==> src/sv/lrp_pkg.sv <==
`timescale 1ns / 1ps
`default_nettype none
// ----------------------------------------------------------------------------
// lrp_pkg: shared definitions of the register reply parser
// Frame layout offsets, ethertype and status codes, and the result word type
// passed from the parser to the result queue.
// ----------------------------------------------------------------------------
package lrp_pkg;

	// Frame bytes at this position and beyond are neither parsed nor counted.
	localparam int MAX_FRAME_BYTES = 2048;
	localparam int POS_W           = $clog2(MAX_FRAME_BYTES + 1);
	localparam int TRAIL_W         = 11;
	localparam int CMP_W           = (POS_W > TRAIL_W) ? POS_W : TRAIL_W + 1;

	// Byte offsets inside the frame.
	localparam logic [POS_W-1:0] POS_ETYPE_LO  = POS_W'(12);
	localparam logic [POS_W-1:0] POS_ETYPE_HI  = POS_W'(13);
	localparam logic [POS_W-1:0] POS_SUBSYSTEM = POS_W'(14);
	localparam logic [POS_W-1:0] POS_OPERATION = POS_W'(15);
	localparam logic [POS_W-1:0] POS_DEVICE_LO = POS_W'(17);
	localparam logic [POS_W-1:0] POS_PACKET_LO = POS_W'(19);
	localparam logic [POS_W-1:0] POS_COUNT_LO  = POS_W'(21);
	localparam logic [POS_W-1:0] HEADER_BYTES  = POS_W'(22);
	localparam logic [POS_W-1:0] MIN_FRAME     = POS_W'(60);
	localparam logic [POS_W-1:0] ENTRY_BYTES   = POS_W'(6);
	localparam logic [CMP_W-1:0] TRAIL_MAX     = CMP_W'((1 << TRAIL_W) - 1);

	// Index of the final byte of a register entry.
	localparam logic [2:0] ENTRY_LAST_IDX = 3'd5;

	// Ethertypes.
	localparam logic [15:0] ETYPE_FAST  = 16'h0809;
	localparam logic [15:0] ETYPE_REG_A = 16'h0810;
	localparam logic [15:0] ETYPE_REG_B = 16'h0811;

	// Frame status codes.
	localparam logic [2:0] ST_OK         = 3'd0;
	localparam logic [2:0] ST_FAST       = 3'd1;
	localparam logic [2:0] ST_BADTYPE    = 3'd2;
	localparam logic [2:0] ST_BADFORMAT  = 3'd3;
	localparam logic [2:0] ST_INCOMPLETE = 3'd4;
	localparam logic [2:0] ST_SHORT      = 3'd5;

	// Result kinds.
	localparam logic KIND_ENTRY   = 1'b0;
	localparam logic KIND_SUMMARY = 1'b1;

	// Configuration register indexes.
	localparam int CFG_INDEX_W = 1;
	localparam logic [CFG_INDEX_W-1:0] CFG_IDX_SUBSYSTEM  = 1'd0;
	localparam logic [CFG_INDEX_W-1:0] CFG_IDX_READ_REPLY = 1'd1;

	// Result queue depth.
	localparam int QUEUE_DEPTH = 4;
	localparam int QPTR_W      = $clog2(QUEUE_DEPTH);
	localparam int QCNT_W      = $clog2(QUEUE_DEPTH + 1);

	typedef struct packed {
		logic               result_kind;
		logic [15:0]        entry_address;
		logic [31:0]        entry_value;
		logic [15:0]        ether_kind;
		logic [7:0]         subsystem_byte;
		logic [7:0]         operation_byte;
		logic [15:0]        device_id;
		logic [15:0]        packet_id;
		logic [15:0]        entry_count;
		logic [2:0]         status;
		logic [TRAIL_W-1:0] trailing_bytes;
		logic               last_in_run;
	} result_t;

	// Which of the two result slots the parser fills for the current byte.
	typedef struct packed {
		logic first_valid;
		logic second_valid;
	} push_t;

endpackage
`default_nettype wire

==> src/sv/lrp_frame_parser.sv <==
`timescale 1ns / 1ps
`default_nettype none
// ----------------------------------------------------------------------------
// lrp_frame_parser: per-byte frame parser
// Holds the frame state and turns each accepted byte into at most two result
// words: a completed register entry and, on the last byte, the frame summary.
// ----------------------------------------------------------------------------
module lrp_frame_parser (
	input  wire logic                    clk,
	input  wire logic                    arst_n,
	input  wire logic                    accept,
	input  wire logic [7:0]              frame_byte,
	input  wire logic                    frame_end,
	input  wire logic [7:0]              subsystem_code,
	input  wire logic [7:0]              read_reply_code,
	output      lrp_pkg::push_t          push,
	output      lrp_pkg::result_t        res_first,
	output      lrp_pkg::result_t        res_second
);

	localparam logic [1:0] PH_HEADER  = 2'd0;
	localparam logic [1:0] PH_ENTRIES = 2'd1;
	localparam logic [1:0] PH_DONE    = 2'd2;

	logic [lrp_pkg::POS_W-1:0] pos_q, pos_d;
	logic [15:0] hs_q, hs_d;
	logic [15:0] etype_q, etype_d;
	logic [7:0]  subsys_q, subsys_d;
	logic [7:0]  oper_q, oper_d;
	logic [15:0] dev_q, dev_d;
	logic [15:0] pkt_q, pkt_d;
	logic [15:0] count_q, count_d;
	logic [15:0] left_q, left_d;
	logic [47:0] es_q, es_d;
	logic [2:0]  idx_q, idx_d;
	logic [lrp_pkg::POS_W-1:0] pend_q, pend_d;
	logic [2:0]  fst_q, fst_d;
	logic [1:0]  phase_q, phase_d;

	logic [47:0] es_next;
	logic        entry_fire;
	logic [2:0]  sum_status;
	logic [lrp_pkg::POS_W-1:0] base;
	logic [lrp_pkg::POS_W-1:0] diff;
	logic [lrp_pkg::TRAIL_W-1:0] trail;
	lrp_pkg::result_t entry_res;
	lrp_pkg::result_t sum_res;

	always_comb begin
		pos_d      = pos_q;
		hs_d       = hs_q;
		etype_d    = etype_q;
		subsys_d   = subsys_q;
		oper_d     = oper_q;
		dev_d      = dev_q;
		pkt_d      = pkt_q;
		count_d    = count_q;
		left_d     = left_q;
		es_d       = es_q;
		idx_d      = idx_q;
		pend_d     = pend_q;
		fst_d      = fst_q;
		phase_d    = phase_q;
		entry_fire = 1'b0;
		es_next    = {es_q[39:0], frame_byte};

		if (accept && (pos_q < lrp_pkg::POS_W'(lrp_pkg::MAX_FRAME_BYTES))) begin
			pos_d = pos_q + lrp_pkg::POS_W'(1);
			unique case (phase_q)
				PH_HEADER: begin
					if (pos_q >= lrp_pkg::POS_ETYPE_LO) begin
						hs_d = {hs_q[7:0], frame_byte};
					end
					if (pos_q == lrp_pkg::POS_ETYPE_HI) begin
						etype_d = hs_d;
						if (hs_d == lrp_pkg::ETYPE_FAST) begin
							fst_d   = lrp_pkg::ST_FAST;
							phase_d = PH_DONE;
						end else if (hs_d != lrp_pkg::ETYPE_REG_A &&
								hs_d != lrp_pkg::ETYPE_REG_B) begin
							fst_d   = lrp_pkg::ST_BADTYPE;
							phase_d = PH_DONE;
						end
					end else if (pos_q == lrp_pkg::POS_SUBSYSTEM) begin
						subsys_d = frame_byte;
					end else if (pos_q == lrp_pkg::POS_OPERATION) begin
						oper_d = frame_byte;
					end else if (pos_q == lrp_pkg::POS_DEVICE_LO) begin
						dev_d = hs_d;
					end else if (pos_q == lrp_pkg::POS_PACKET_LO) begin
						pkt_d = hs_d;
					end else if (pos_q == lrp_pkg::POS_COUNT_LO) begin
						count_d = hs_d;
						pend_d  = lrp_pkg::HEADER_BYTES;
						if (hs_d == 16'd0) begin
							fst_d   = lrp_pkg::ST_OK;
							phase_d = PH_DONE;
						end else if (subsys_q == subsystem_code &&
								oper_q == read_reply_code) begin
							left_d  = hs_d;
							phase_d = PH_ENTRIES;
						end else begin
							fst_d   = lrp_pkg::ST_BADFORMAT;
							phase_d = PH_DONE;
						end
					end
				end
				PH_ENTRIES: begin
					if (idx_q == lrp_pkg::ENTRY_LAST_IDX) begin
						entry_fire = 1'b1;
						es_d       = '0;
						idx_d      = '0;
						left_d     = left_q - 16'd1;
						pend_d     = pend_q + lrp_pkg::ENTRY_BYTES;
						if (left_q == 16'd1) begin
							fst_d   = lrp_pkg::ST_OK;
							phase_d = PH_DONE;
						end
					end else begin
						es_d  = es_next;
						idx_d = idx_q + 3'd1;
					end
				end
				default: begin
				end
			endcase
		end

		// Frame summary, taken from the state after this byte.
		if (pos_d < lrp_pkg::HEADER_BYTES) begin
			sum_status = lrp_pkg::ST_SHORT;
		end else if (phase_d == PH_DONE) begin
			sum_status = fst_d;
		end else begin
			sum_status = lrp_pkg::ST_INCOMPLETE;
		end
		if (count_d != 16'd0 && pend_d < lrp_pkg::MIN_FRAME) begin
			base = lrp_pkg::MIN_FRAME;
		end else begin
			base = pend_d;
		end
		diff = (pos_d > base) ? (pos_d - base) : '0;
		if (sum_status != lrp_pkg::ST_OK) begin
			trail = '0;
		end else if (lrp_pkg::CMP_W'(diff) > lrp_pkg::TRAIL_MAX) begin
			trail = lrp_pkg::TRAIL_MAX[lrp_pkg::TRAIL_W-1:0];
		end else begin
			trail = diff[lrp_pkg::TRAIL_W-1:0];
		end

		entry_res.result_kind    = lrp_pkg::KIND_ENTRY;
		entry_res.entry_address  = es_next[47:32];
		entry_res.entry_value    = es_next[31:0];
		entry_res.ether_kind     = etype_d;
		entry_res.subsystem_byte = subsys_d;
		entry_res.operation_byte = oper_d;
		entry_res.device_id      = dev_d;
		entry_res.packet_id      = pkt_d;
		entry_res.entry_count    = count_d;
		entry_res.status         = lrp_pkg::ST_OK;
		entry_res.trailing_bytes = '0;
		entry_res.last_in_run    = ~frame_end;

		sum_res.result_kind    = lrp_pkg::KIND_SUMMARY;
		sum_res.entry_address  = '0;
		sum_res.entry_value    = '0;
		sum_res.ether_kind     = etype_d;
		sum_res.subsystem_byte = subsys_d;
		sum_res.operation_byte = oper_d;
		sum_res.device_id      = dev_d;
		sum_res.packet_id      = pkt_d;
		sum_res.entry_count    = count_d;
		sum_res.status         = sum_status;
		sum_res.trailing_bytes = trail;
		sum_res.last_in_run    = 1'b1;

		// The last byte closes the frame and returns all frame state to reset.
		if (accept && frame_end) begin
			pos_d    = '0;
			hs_d     = '0;
			etype_d  = '0;
			subsys_d = '0;
			oper_d   = '0;
			dev_d    = '0;
			pkt_d    = '0;
			count_d  = '0;
			left_d   = '0;
			es_d     = '0;
			idx_d    = '0;
			pend_d   = '0;
			fst_d    = lrp_pkg::ST_OK;
			phase_d  = PH_HEADER;
		end
	end

	always_comb begin
		push.first_valid  = accept && (entry_fire || frame_end);
		push.second_valid = accept && entry_fire && frame_end;
		res_first         = entry_fire ? entry_res : sum_res;
		res_second        = sum_res;
	end

	always_ff @(posedge clk or negedge arst_n) begin
		if (!arst_n) begin
			pos_q    <= '0;
			hs_q     <= '0;
			etype_q  <= '0;
			subsys_q <= '0;
			oper_q   <= '0;
			dev_q    <= '0;
			pkt_q    <= '0;
			count_q  <= '0;
			left_q   <= '0;
			es_q     <= '0;
			idx_q    <= '0;
			pend_q   <= '0;
			fst_q    <= lrp_pkg::ST_OK;
			phase_q  <= PH_HEADER;
		end else begin
			pos_q    <= pos_d;
			hs_q     <= hs_d;
			etype_q  <= etype_d;
			subsys_q <= subsys_d;
			oper_q   <= oper_d;
			dev_q    <= dev_d;
			pkt_q    <= pkt_d;
			count_q  <= count_d;
			left_q   <= left_d;
			es_q     <= es_d;
			idx_q    <= idx_d;
			pend_q   <= pend_d;
			fst_q    <= fst_d;
			phase_q  <= phase_d;
		end
	end

	a_idx_range: assert property (@(posedge clk) disable iff (!arst_n)
		idx_q <= lrp_pkg::ENTRY_LAST_IDX)
		else $error("entry byte index past the last entry byte");

	a_entries_left: assert property (@(posedge clk) disable iff (!arst_n)
		(phase_q == PH_ENTRIES) |-> (left_q != 16'd0))
		else $error("entry phase with no entries left");

	a_entry_needs_entry_phase: assert property (@(posedge clk) disable iff (!arst_n)
		entry_fire |-> (phase_q == PH_ENTRIES && pend_q >= lrp_pkg::HEADER_BYTES))
		else $error("entry emitted outside the entry phase");

	a_frame_closed: assert property (@(posedge clk) disable iff (!arst_n)
		(accept && frame_end) |=> (pos_q == '0 && phase_q == PH_HEADER))
		else $error("frame state not cleared after the last byte");

endmodule
`default_nettype wire

==> src/sv/lrp_result_fifo.sv <==
`timescale 1ns / 1ps
`default_nettype none
// ----------------------------------------------------------------------------
// lrp_result_fifo: result word queue
// Takes up to two result words per cycle and hands them out one per handshake.
// ----------------------------------------------------------------------------
module lrp_result_fifo (
	input  wire logic             clk,
	input  wire logic             arst_n,
	input  wire lrp_pkg::push_t   push,
	input  wire lrp_pkg::result_t res_first,
	input  wire lrp_pkg::result_t res_second,
	output      logic             nearly_full,
	output      logic             out_valid,
	input  wire logic             out_stall,
	output      lrp_pkg::result_t res_out
);

	lrp_pkg::result_t mem_q [lrp_pkg::QUEUE_DEPTH];
	logic [lrp_pkg::QPTR_W-1:0] wr_ptr_q;
	logic [lrp_pkg::QPTR_W-1:0] rd_ptr_q;
	logic [lrp_pkg::QCNT_W-1:0] count_q;
	logic                       pop;
	logic [lrp_pkg::QPTR_W-1:0] wr_ptr_next;

	assign out_valid   = (count_q != '0);
	assign pop         = out_valid && !out_stall;
	assign res_out     = mem_q[rd_ptr_q];
	assign nearly_full = (count_q > lrp_pkg::QCNT_W'(lrp_pkg::QUEUE_DEPTH - 2));
	assign wr_ptr_next = wr_ptr_q + lrp_pkg::QPTR_W'(1);

	always_ff @(posedge clk) begin
		if (push.first_valid) begin
			mem_q[wr_ptr_q] <= res_first;
		end
		if (push.second_valid) begin
			mem_q[wr_ptr_next] <= res_second;
		end
	end

	always_ff @(posedge clk or negedge arst_n) begin
		if (!arst_n) begin
			wr_ptr_q <= '0;
			rd_ptr_q <= '0;
			count_q  <= '0;
		end else begin
			wr_ptr_q <= wr_ptr_q + lrp_pkg::QPTR_W'(push.first_valid)
				+ lrp_pkg::QPTR_W'(push.second_valid);
			if (pop) begin
				rd_ptr_q <= rd_ptr_q + lrp_pkg::QPTR_W'(1);
			end
			count_q <= count_q + lrp_pkg::QCNT_W'(push.first_valid)
				+ lrp_pkg::QCNT_W'(push.second_valid) - lrp_pkg::QCNT_W'(pop);
		end
	end

	a_count_range: assert property (@(posedge clk) disable iff (!arst_n)
		count_q <= lrp_pkg::QCNT_W'(lrp_pkg::QUEUE_DEPTH))
		else $error("result queue overflow");

	a_second_after_first: assert property (@(posedge clk) disable iff (!arst_n)
		push.second_valid |-> push.first_valid)
		else $error("second slot pushed without the first");

	a_room_for_two: assert property (@(posedge clk) disable iff (!arst_n)
		push.first_valid |-> (count_q <= lrp_pkg::QCNT_W'(lrp_pkg::QUEUE_DEPTH - 2)))
		else $error("push into a queue without room for two words");

endmodule
`default_nettype wire

==> src/sv/lda_register_reply_parser_top.sv <==
`timescale 1ns / 1ps
`default_nettype none
// ----------------------------------------------------------------------------
// lda_register_reply_parser_top: register read reply parser
// Parses received frames byte by byte and reports register entries and a
// summary word for each frame.
// ----------------------------------------------------------------------------
// The block takes one raw frame byte per word, with frame_end marking the last
// byte, and accepts a new byte in every cycle that in_stall is low. Each byte
// is parsed in the cycle it is accepted and its results are written into a
// four-word result queue whose head word drives the output. A byte that
// completes a six-byte register entry gives an entry word; the last byte of a
// frame gives a summary word with the status and the trailing byte count, and
// when it also completes an entry the entry word comes first, with last_in_run
// low. The input stalls only while the queue has fewer than two free words,
// which happens only after the output side has been stalled; with the output
// always taken the queue never holds more than two words and the sustained rate
// is one byte per cycle. The two configuration registers, subsystem code
// (index 0) and read reply code (index 1), reset to zero; they must be written
// only while no frame is in flight; the block does not enforce it. Entries of
// a frame whose summary status is not ok are to be discarded downstream.
// ----------------------------------------------------------------------------
module lda_register_reply_parser_top (
	input  wire logic                            clk,
	input  wire logic                            arst_n,
	input  wire logic                            cfg_we,
	input  wire logic [lrp_pkg::CFG_INDEX_W-1:0] cfg_index,
	input  wire logic [7:0]                      cfg_data,
	input  wire logic                            in_valid,
	output      logic                            in_stall,
	input  wire logic [7:0]                      frame_byte,
	input  wire logic                            frame_end,
	output      logic                            out_valid,
	input  wire logic                            out_stall,
	output      logic                            result_kind,
	output      logic [15:0]                     entry_address,
	output      logic [31:0]                     entry_value,
	output      logic [15:0]                     ether_kind,
	output      logic [7:0]                      subsystem_byte,
	output      logic [7:0]                      operation_byte,
	output      logic [15:0]                     device_id,
	output      logic [15:0]                     packet_id,
	output      logic [15:0]                     entry_count,
	output      logic [2:0]                      status,
	output      logic [lrp_pkg::TRAIL_W-1:0]     trailing_bytes,
	output      logic                            last_in_run
);

	// Configuration registers.
	logic [7:0] subsystem_code_q;
	logic [7:0] read_reply_code_q;

	logic             accept;
	logic             nearly_full;
	lrp_pkg::push_t   push;
	lrp_pkg::result_t res_first;
	lrp_pkg::result_t res_second;
	lrp_pkg::result_t res_out;

	always_ff @(posedge clk or negedge arst_n) begin
		if (!arst_n) begin
			subsystem_code_q  <= '0;
			read_reply_code_q <= '0;
		end else if (cfg_we) begin
			unique case (cfg_index)
				lrp_pkg::CFG_IDX_SUBSYSTEM:  subsystem_code_q  <= cfg_data;
				lrp_pkg::CFG_IDX_READ_REPLY: read_reply_code_q <= cfg_data;
			endcase
		end
	end

	// A byte is taken whenever the queue can hold both words it may cause.
	assign in_stall = nearly_full;
	assign accept   = in_valid && !nearly_full;

	lrp_frame_parser u_parser (
		.clk             (clk),
		.arst_n          (arst_n),
		.accept          (accept),
		.frame_byte      (frame_byte),
		.frame_end       (frame_end),
		.subsystem_code  (subsystem_code_q),
		.read_reply_code (read_reply_code_q),
		.push            (push),
		.res_first       (res_first),
		.res_second      (res_second)
	);

	lrp_result_fifo u_fifo (
		.clk         (clk),
		.arst_n      (arst_n),
		.push        (push),
		.res_first   (res_first),
		.res_second  (res_second),
		.nearly_full (nearly_full),
		.out_valid   (out_valid),
		.out_stall   (out_stall),
		.res_out     (res_out)
	);

	// Unpack the head word of the queue onto the output fields.
	assign result_kind    = res_out.result_kind;
	assign entry_address  = res_out.entry_address;
	assign entry_value    = res_out.entry_value;
	assign ether_kind     = res_out.ether_kind;
	assign subsystem_byte = res_out.subsystem_byte;
	assign operation_byte = res_out.operation_byte;
	assign device_id      = res_out.device_id;
	assign packet_id      = res_out.packet_id;
	assign entry_count    = res_out.entry_count;
	assign status         = res_out.status;
	assign trailing_bytes = res_out.trailing_bytes;
	assign last_in_run    = res_out.last_in_run;

endmodule
`default_nettype wire
==> config.mk <==
export PLATFORM = sky130hd
export DESIGN_NAME = lda_register_reply_parser_top
export DESIGN_NICKNAME = d
export VERILOG_FILES = /design/src/sv/lrp_pkg.sv /design/src/sv/lrp_frame_parser.sv /design/src/sv/lrp_result_fifo.sv /design/src/sv/lda_register_reply_parser_top.sv
export SDC_FILE = /design/constraint.sdc
export NUM_CORES = 1
export LEC_CHECK = 0
export BUFFER_PORTS_ARGS = -buffer_cell sky130_fd_sc_hd__clkbuf_2
export CAP_MARGIN = 20
export CORE_ASPECT_RATIO = 1.75
export CORE_MARGIN = 10
export CORE_UTILIZATION = 61
export CTS_CLUSTER_DIAMETER = 150
export DETAILED_ROUTE_END_ITERATION = 7
export GPL_TIMING_DRIVEN = 0
export HOLD_SLACK_MARGIN = 0.15
export PLACE_DENSITY = 0.79
export SYNTH_ARGS = -nofsm -noshare
export SYNTH_HDL_FRONTEND = slang
export SYNTH_SLANG_ARGS = --single-unit
export TNS_END_PERCENT = 5
==> constraint.sdc <==
create_clock -name clk -period 6.7 [get_ports clk]
set_input_delay 1.34 -clock clk [delete_from_list [all_inputs] [get_ports clk]]
set_output_delay 1.34 -clock clk [all_outputs]
set_load 0.05 [all_outputs]
==> flow_metrics.py, run 1 <==
metrics = {
    "critical_path": {
        "crit_path_start_kind": "flip-flop",
        "crit_fanout": 10,
        "worstPathArrival_ps": 6750,
        "reg2reg_slack_ps": 290,
        "reg2reg_depth": 23,
        "timing.rr.end": "u_fifo.mem_q[0][10]$_DFFE_PP_",
        "end_kind": "flip-flop",
        "path_cells": "or4_1 -> buf_2 -> nor3_2 -> buf_4 -> mux2i_2 -> mux2_2 -> nand4_1 -> nor3_2 -> nor4_2 -> nor2_1 -> ha_1 -> inv_1 -> fa_1 -> a21oi_1 -> o211ai_1 -> a31oi_1 -> a21oi_1 -> nor2_1 -> a2111oi_4 -> buf_4 -> buf_4 -> o2111ai_2 -> nor2_1",
        "cp_slowest_stage_delay_ps": 640,
        "critPathRequiredTime_ps": 7040,
        "crit_type": "reg2reg",
        "crit_family": "simple AND/OR/NAND/NOR gates",
        "regToRegStartpoint": "u_parser.pos_q[10]$_DFF_PN0_",
        "crit_slowest_cell": "mux2i_2",
        "path_buf_inv": 5,
    },
    "run": {
        "cap_violations": 0,
    },
    "sta": {
        "hold_viol_final": 0,
        "period_needed_ps": 6410,
        "rsz0062_at_grt": "no",
        "setup_viol": 0,
        "finClkSkew_ps": 22.3,
        "period_share_pct": 95.7,
        "drv_slew": 0,
        "tightest_slew_ps": 1290,
        "timing.slew.headroom_pct": 13.9,
        "max_freq_ghz": 0.156,
    },
    "floorplanning": {
        "rows": 113,
        "core_mm2": 0.0544,
        "die_w_um": 198,
        "die_h_um": 331,
        "initial_core_util_pct": 61.8,
        "dieArea_mm2": 0.0653,
        "ioPinCount": 169,
    },
    "logic_synthesis": {
        "syn_inst": 2691,
        "async_flop_share_pct": 26.4,
        "avgSynthCellArea_um2": 12.5,
        "synthFlopType": "edfxtp_1",
        "synth_top_area_cell": "edfxtp_1",
        "yosysTopAreaCellShare_pct": 33.6,
        "synth_warnings": 0,
        "synth_edf_count": 376,
        "ys_seq_area_share_pct": 60.9,
        "synthTopCellsByArea": "edfxtp_1, dfrtp_1, dfxtp_1",
        "yosys.cell_types.count": 90,
        "syn_area_mm2": 0.0336,
        "ys_ff_latch": 783,
        "synth_nets": 2740,
    },
    "clock_network": {
        "cts.sink_count": 783,
        "cts_buffer_depth": 3,
        "clk_pin_slew_ps": 70,
        "hold_buffers": 0,
        "numCtsBuffers": 69,
        "cts_root_buf": "clkbuf_16",
        "htreeDepth": 3,
        "cts_tree": "yes",
        "insertion_delay_ps": 620,
    },
    "min_path": {
        "holdCritPathClass": "reg2reg",
        "min-delay-start": "u_fifo.mem_q[1][143]$_SDFFE_PP1P_",
        "whs_endpoint": "u_fifo.mem_q[1][143]$_SDFFE_PP1P_",
        "hold_depth": 2,
    },
    "finish": {
        "drive_gt1_share_pct": 16.8,
        "fin_area_mm2": 0.0379,
        "final_cell_mix": "nor2_1, edfxtp_1, dfrtp_1",
        "layout_commonest_cell": "nor2_1",
        "nNetsFinal": 2990,
        "final-instance-count-excl-fill": 3689,
        "area_growth_pct": 12.7,
    },
    "place": {
        "io_buffers": 162,
        "dpl-instance-area_mm2": 0.0356,
        "gp_routability_congestion": 0.958,
        "placed_cells": 3558,
        "place_hpwl_mm": 68.6,
    },
    "pwr": {
        "power.density_mw_per_mm2": 392,
        "irDropWorstVdd_uv": 335,
        "leakagePower_uw": 0.0146,
    },
    "detailed_routing": {
        "drt-initial-drc-count": 2525,
        "detail_route.drc_violations": 0,
        "vias": 24300,
        "vias_per_cell": 6.58,
        "ant_nets": 0,
        "drt-total-wl_mm": 98.8,
        "first_pass_iters": 7,
        "wire_per_inst_um": 26.8,
    },
    "global_routing": {
        "grt_start_max_net_pins": 109,
        "grt_usage_pct": 30.3,
        "grt_pass1_wl_mm": 150,
        "grt_overflow": 0,
        "grt_pass1_vias": 24900,
        "antenna_found_initial": 2,
    },
    "outcome": {
        "status": "finished, final reports clean",
    },
}
cell type report:
type | instances | area (um2)
antenna | 3 | 7.51
buffer | 192 | 753
clock buffer | 103 | 2070
clock inverter | 23 | 195
fill | 3691 | 16500
inverter | 45 | 184
multi-input combinational | 1671 | 12300
sequential | 783 | 20500
tap | 690 | 863
timing repair buffer | 179 | 1080
cells by family after synthesis:
| group | Yosys count | share of synthesized area [%] |
|---|---|---|
| xor gates and xnor gates | 36 | 0.937 |
| adders and majority gates | 26 | 1.06 |
| and+or+nand+nor | 913 | 11.8 |
| muxes | 209 | 11.7 |
| buffers and inverters | 237 | 2.74 |
| AOI/OAI and AO/OA | 487 | 11.0 |
| DFF | 783 | 60.9 |
worst max path at each step:
stage	startpoint	cells after the start	end	slack [ps]
2_1_floorplan	in_valid	18	u_fifo.mem_q[1][11]$_DFFE_PP_	690
3_3_place_gp	in_valid	12	u_fifo.mem_q[0][12]$_DFFE_PP_	-2170
3_5_place_dp	in_valid	20	u_fifo.mem_q[3][5]$_DFFE_PP_	-500
4_1_cts	u_parser.pos_q[10]$_DFF_PN0_	20	u_fifo.mem_q[3][4]$_DFFE_PP_	50
5_1_grt	u_fifo.count_q[1]$_DFF_PN0_	23	u_fifo.mem_q[3][4]$_DFFE_PP_	40
6_report	u_parser.pos_q[10]$_DFF_PN0_	23	u_fifo.mem_q[0][10]$_DFFE_PP_	290
tightest hold or removal path, stage by stage (launching register included):
cell and delay, ps:
dfxtp_1 310, nand2_1 50, nand2_1 40
layer usage:
metal | vias to the layer above | part of all wire, % | GRT usage (%)
li1 | 10400 | - | -
met1 | 12200 | 35 | 35.1
met2 | 1318 | 51 | 52.2
met3 | 309 | 7.6 | 5.08
met4 | 0 | 6.2 | 17.7
met5 | - | 0 | 0
registers in the layout, summed over array words and instances, names as in the netlist, 12 cells and up:
signal / flops
u_parser.pos_q: 12
u_parser.count_q: 16
u_parser.dev_q: 16
u_parser.pend_q: 12
u_parser.etype_q: 16
u_parser.left_q: 16
u_parser.es_q: 40
u_parser.pkt_q: 16
u_parser.hs_q: 16
u_fifo.mem_q: 576
per-stage QoR:
| stage | power, uW | hold WS (ps) | setup TNS (ps) | util (%) | worst slack [ps] |
|---|---|---|---|---|---|
| 4_1_cts | 14800 | 450 | 0 | 69.6 | 51.9 |
| 5_1_grt | 15400 | 481 | 0 | 69.7 | 35.4 |
| 6_report | 14900 | 450 | 0 | 69.7 | 291 |
| 3_5_place_dp | 10800 | 439 | -18770 | 65.4 | -495 |
| 3_3_place_gp | 10700 | 431 | -766270 | 64.9 | -2170 |
| 2_1_floorplan | 9280 | 418 | 0 | - | 688 |
timing repair:
item	CTS	global route
setup buffers	0	2
resized for setup	1	7
setup endpoints to repair	44	44
pin swaps	0	1
report_power, final:
part           internal [uW]  switching, uW  total (uW)
Sequential              5290            156        5450
Clock                   2240           1790        4030
Combinational           1600           3780        5380
Total                   9130           5720       14900
synth_stat cells, types with 27 or more instances:
cell type	instances
nor2_1	666
edfxtp_1	376
mux2i_1	36
o21ai_0	39
mux2_2	27
a22o_1	192
dfxtp_1	200
a22oi_1	53
buf_1	28
inv_1	44
mux4_2	144
dfrtp_1	207
nand2_1	78
a21oi_1	90
clkbuf_1	150
No activity file was read; power rests on OpenSTA's default activity.
==> run 2: changes to the inputs <==
Settings changed: RECOVER_POWER set to 50.
==> run 2 against run 1 <==
Against the previous run: sequential power about the same; global-route usage unchanged; register-to-register slack lost 30 ps; worst setup slack worse by 34 ps; highest routed layer is now met5; final area down 0.16%; largest cell class unchanged; combinational power about the same; critical path depth is the same; core utilization is 0.12 points lower; the flow now finishes with violations (capacitance limit, slew limit); critical path type unchanged; clock skew decreased by 2.5 ps; non-clock buffer count did not move; clock power hardly changed.
==> flow_metrics.py, run 2 (synthesis gave the netlist of run 1 again) <==
metrics = {
    "finish": {
        "regMostFlops": "u_fifo.mem_q",
        "drive_gt1_share_pct": 16.2,
        "final_cell_mix": "nor2_1, edfxtp_1, dfrtp_1",
        "area_growth_pct": 12.5,
        "nNetsFinal": 2990,
        "largest_reg_flops": 576,
        "final-instance-count-excl-fill": 3690,
        "layout_commonest_cell": "nor2_1",
        "reg_top3": "u_fifo.mem_q: 576 flops, u_parser.es_q: 40 flops",
    },
    "critical_path": {
        "critPathRequiredTime_ps": 7050,
        "crit_fanout": 10,
        "crit_type": "reg2reg",
        "cp_num_cells": 23,
        "regToRegStartpoint": "u_parser.pos_q[10]$_DFF_PN0_",
        "path_cells": "or4_1 -> buf_2 -> nor3_2 -> buf_4 -> mux2i_2 -> mux2_2 -> nand4_1 -> nor3_2 -> nor4_2 -> nor2_1 -> ha_1 -> inv_1 -> fa_1 -> a21oi_1 -> o211ai_1 -> a31oi_1 -> a21oi_1 -> nor2_1 -> a2111oi_4 -> buf_4 -> buf_4 -> o2111ai_2 -> nor2_1",
        "crit_family": "simple AND/OR/NAND/NOR gates",
        "crit_path_start_kind": "flip-flop",
        "path_buf_inv": 5,
        "startpoint": "u_parser.pos_q[10]$_DFF_PN0_",
        "crit_end": "u_fifo.mem_q[0][10]$_DFFE_PP_",
        "reg2reg_slack_ps": 260,
        "reg2reg_depth": 23,
        "end_kind": "flip-flop",
        "worstPathArrival_ps": 6790,
        "timing.rr.end": "u_fifo.mem_q[0][10]$_DFFE_PP_",
        "cp_slowest_stage_delay_ps": 640,
        "crit_slowest_cell": "mux2i_2",
    },
    "clock_network": {
        "cts.sink_count": 783,
        "cts_tree": "yes",
        "numCtsBuffers": 69,
        "insertion_delay_ps": 620,
        "cts_root_buf": "clkbuf_16",
        "htreeDepth": 3,
        "cts_buffer_depth": 3,
        "clk_pin_slew_ps": 70,
        "hold_buffers": 0,
    },
    "pwr": {
        "leakagePower_uw": 0.0145,
        "power.density_mw_per_mm2": 392,
        "power_uw": 14900,
        "irDropWorstVdd_uv": 335,
    },
    "detailed_routing": {
        "drt-initial-drc-count": 2336,
        "ant_nets": 0,
        "drt-total-wl_mm": 98.9,
        "first_pass_iters": 6,
        "wire_per_inst_um": 26.8,
        "vias": 24300,
        "vias_per_cell": 6.58,
        "detail_route.drc_violations": 0,
    },
    "place": {
        "gp_routability_congestion": 0.958,
        "placed_cells": 3558,
        "io_buffers": 162,
        "place_hpwl_mm": 68.6,
    },
    "global_routing": {
        "grt_pass1_wl_mm": 150,
        "antenna_found_initial": 2,
        "grt_start_max_net_pins": 109,
        "grt_pass1_vias": 24900,
        "grt_overflow": 0,
        "grt_usage_pct": 30.3,
    },
    "floorplanning": {
        "core_mm2": 0.0544,
        "die_w_um": 198,
        "ioPinCount": 169,
        "die_h_um": 331,
        "initial_core_util_pct": 61.8,
        "rows": 113,
        "dieArea_mm2": 0.0653,
    },
    "sta": {
        "max_freq_ghz": 0.155,
        "finClkSkew_ps": 19.8,
        "tightest_slew_ps": 5130,
        "hold_viol_final": 0,
        "setup_tns_ps": 0,
        "timing.slew.headroom_pct": -242,
        "setup_viol": 0,
        "drv_slew": 116,
        "period_needed_ps": 6440,
        "rsz0062_at_grt": "no",
        "period_share_pct": 96.2,
    },
    "outcome": {
        "status": "finished with violations",
        "violations": "capacitance limit, slew limit",
    },
    "min_path": {
        "min-delay-start": "u_fifo.mem_q[1][143]$_SDFFE_PP1P_",
        "holdCritPathClass": "reg2reg",
    },
    "run": {
        "cap_violations": 2,
    },
}
==> run 2: cell types whose count changed in the layout (fill, tap and decap cells not counted), sizes merged <==
cell           previous run  this run
diode                     3         4
clkdlybuf4s25             0         1
buf                      59        47
clkbuf                  415       426
==> run 2: what timing repair did <==
item | 4_1_cts | 5_1_grt
pin swaps | 0 | 1
gates resized for setup | 1 | 7
setup endpoints to repair | 44 | 44
gates cloned | 0 | 0
setup buffers | 0 | 2
==> run 2: through the flow <==
step	util, %	setup WS [ps]	hold WS [ps]	cell area, um2
after global placement	64.9	-2170	431	35300
after CTS	69.6	51.9	450	37900
after global routing	69.5	32.8	481	37900
after floorplan	-	688	418	33600
after detailed placement	65.4	-495	439	35600
final	69.6	257	451	37900
==> run 2: layout make-up <==
type,instances,area (um2)
well taps,690,863
repair buffers,179,1030
fillers,3708,16600
clock buffers,103,2070
multi-input cells,1671,12300
plain buffers,192,751
flip-flops and latches,783,20500
diodes,4,10.0
inverters,45,184
clock inverters,23,195
==> run 2: per-layer routing <==
metal	routed length, um	vias up	track usage (%)
met4	5870	2	17.7
met3	7570	298	5.08
met2	51100	1306	52.2
met5	10	-	0
met1	34400	12300	35.1
li1	-	10400	-
==> run 2: power breakdown <==
part | total, uW | internal (uW) | switching, uW | leakage (uW)
clock | 4040 | 2240 | 1800 | 0.00110
sequential | 5450 | 5290 | 157 | 0.00789
combinational | 5370 | 1590 | 3770 | 0.00550
==> run 2: worst min-delay path, delay by kind of cell (launching register included) <==
kind / cells / cell delay [ps]
AND/OR/NAND/NOR: 2 / 90
flip-flops: 1 / 310
==> run 2: worst min-delay path by stage <==
stage | to | slack (ps) | depth (start not counted)
final | u_fifo.mem_q[1][143]$_SDFFE_PP1P_ | 450 | 2
after floorplan | u_fifo.mem_q[2][143]$_SDFFE_PP1P_ | 420 | 2
after detailed placement | u_fifo.mem_q[1][143]$_SDFFE_PP1P_ | 440 | 2
after global routing | u_fifo.mem_q[3][143]$_SDFFE_PP1P_ | 480 | 2
after CTS | u_fifo.mem_q[1][143]$_SDFFE_PP1P_ | 450 | 2
after global placement | u_fifo.mem_q[3][143]$_SDFFE_PP1P_ | 430 | 2
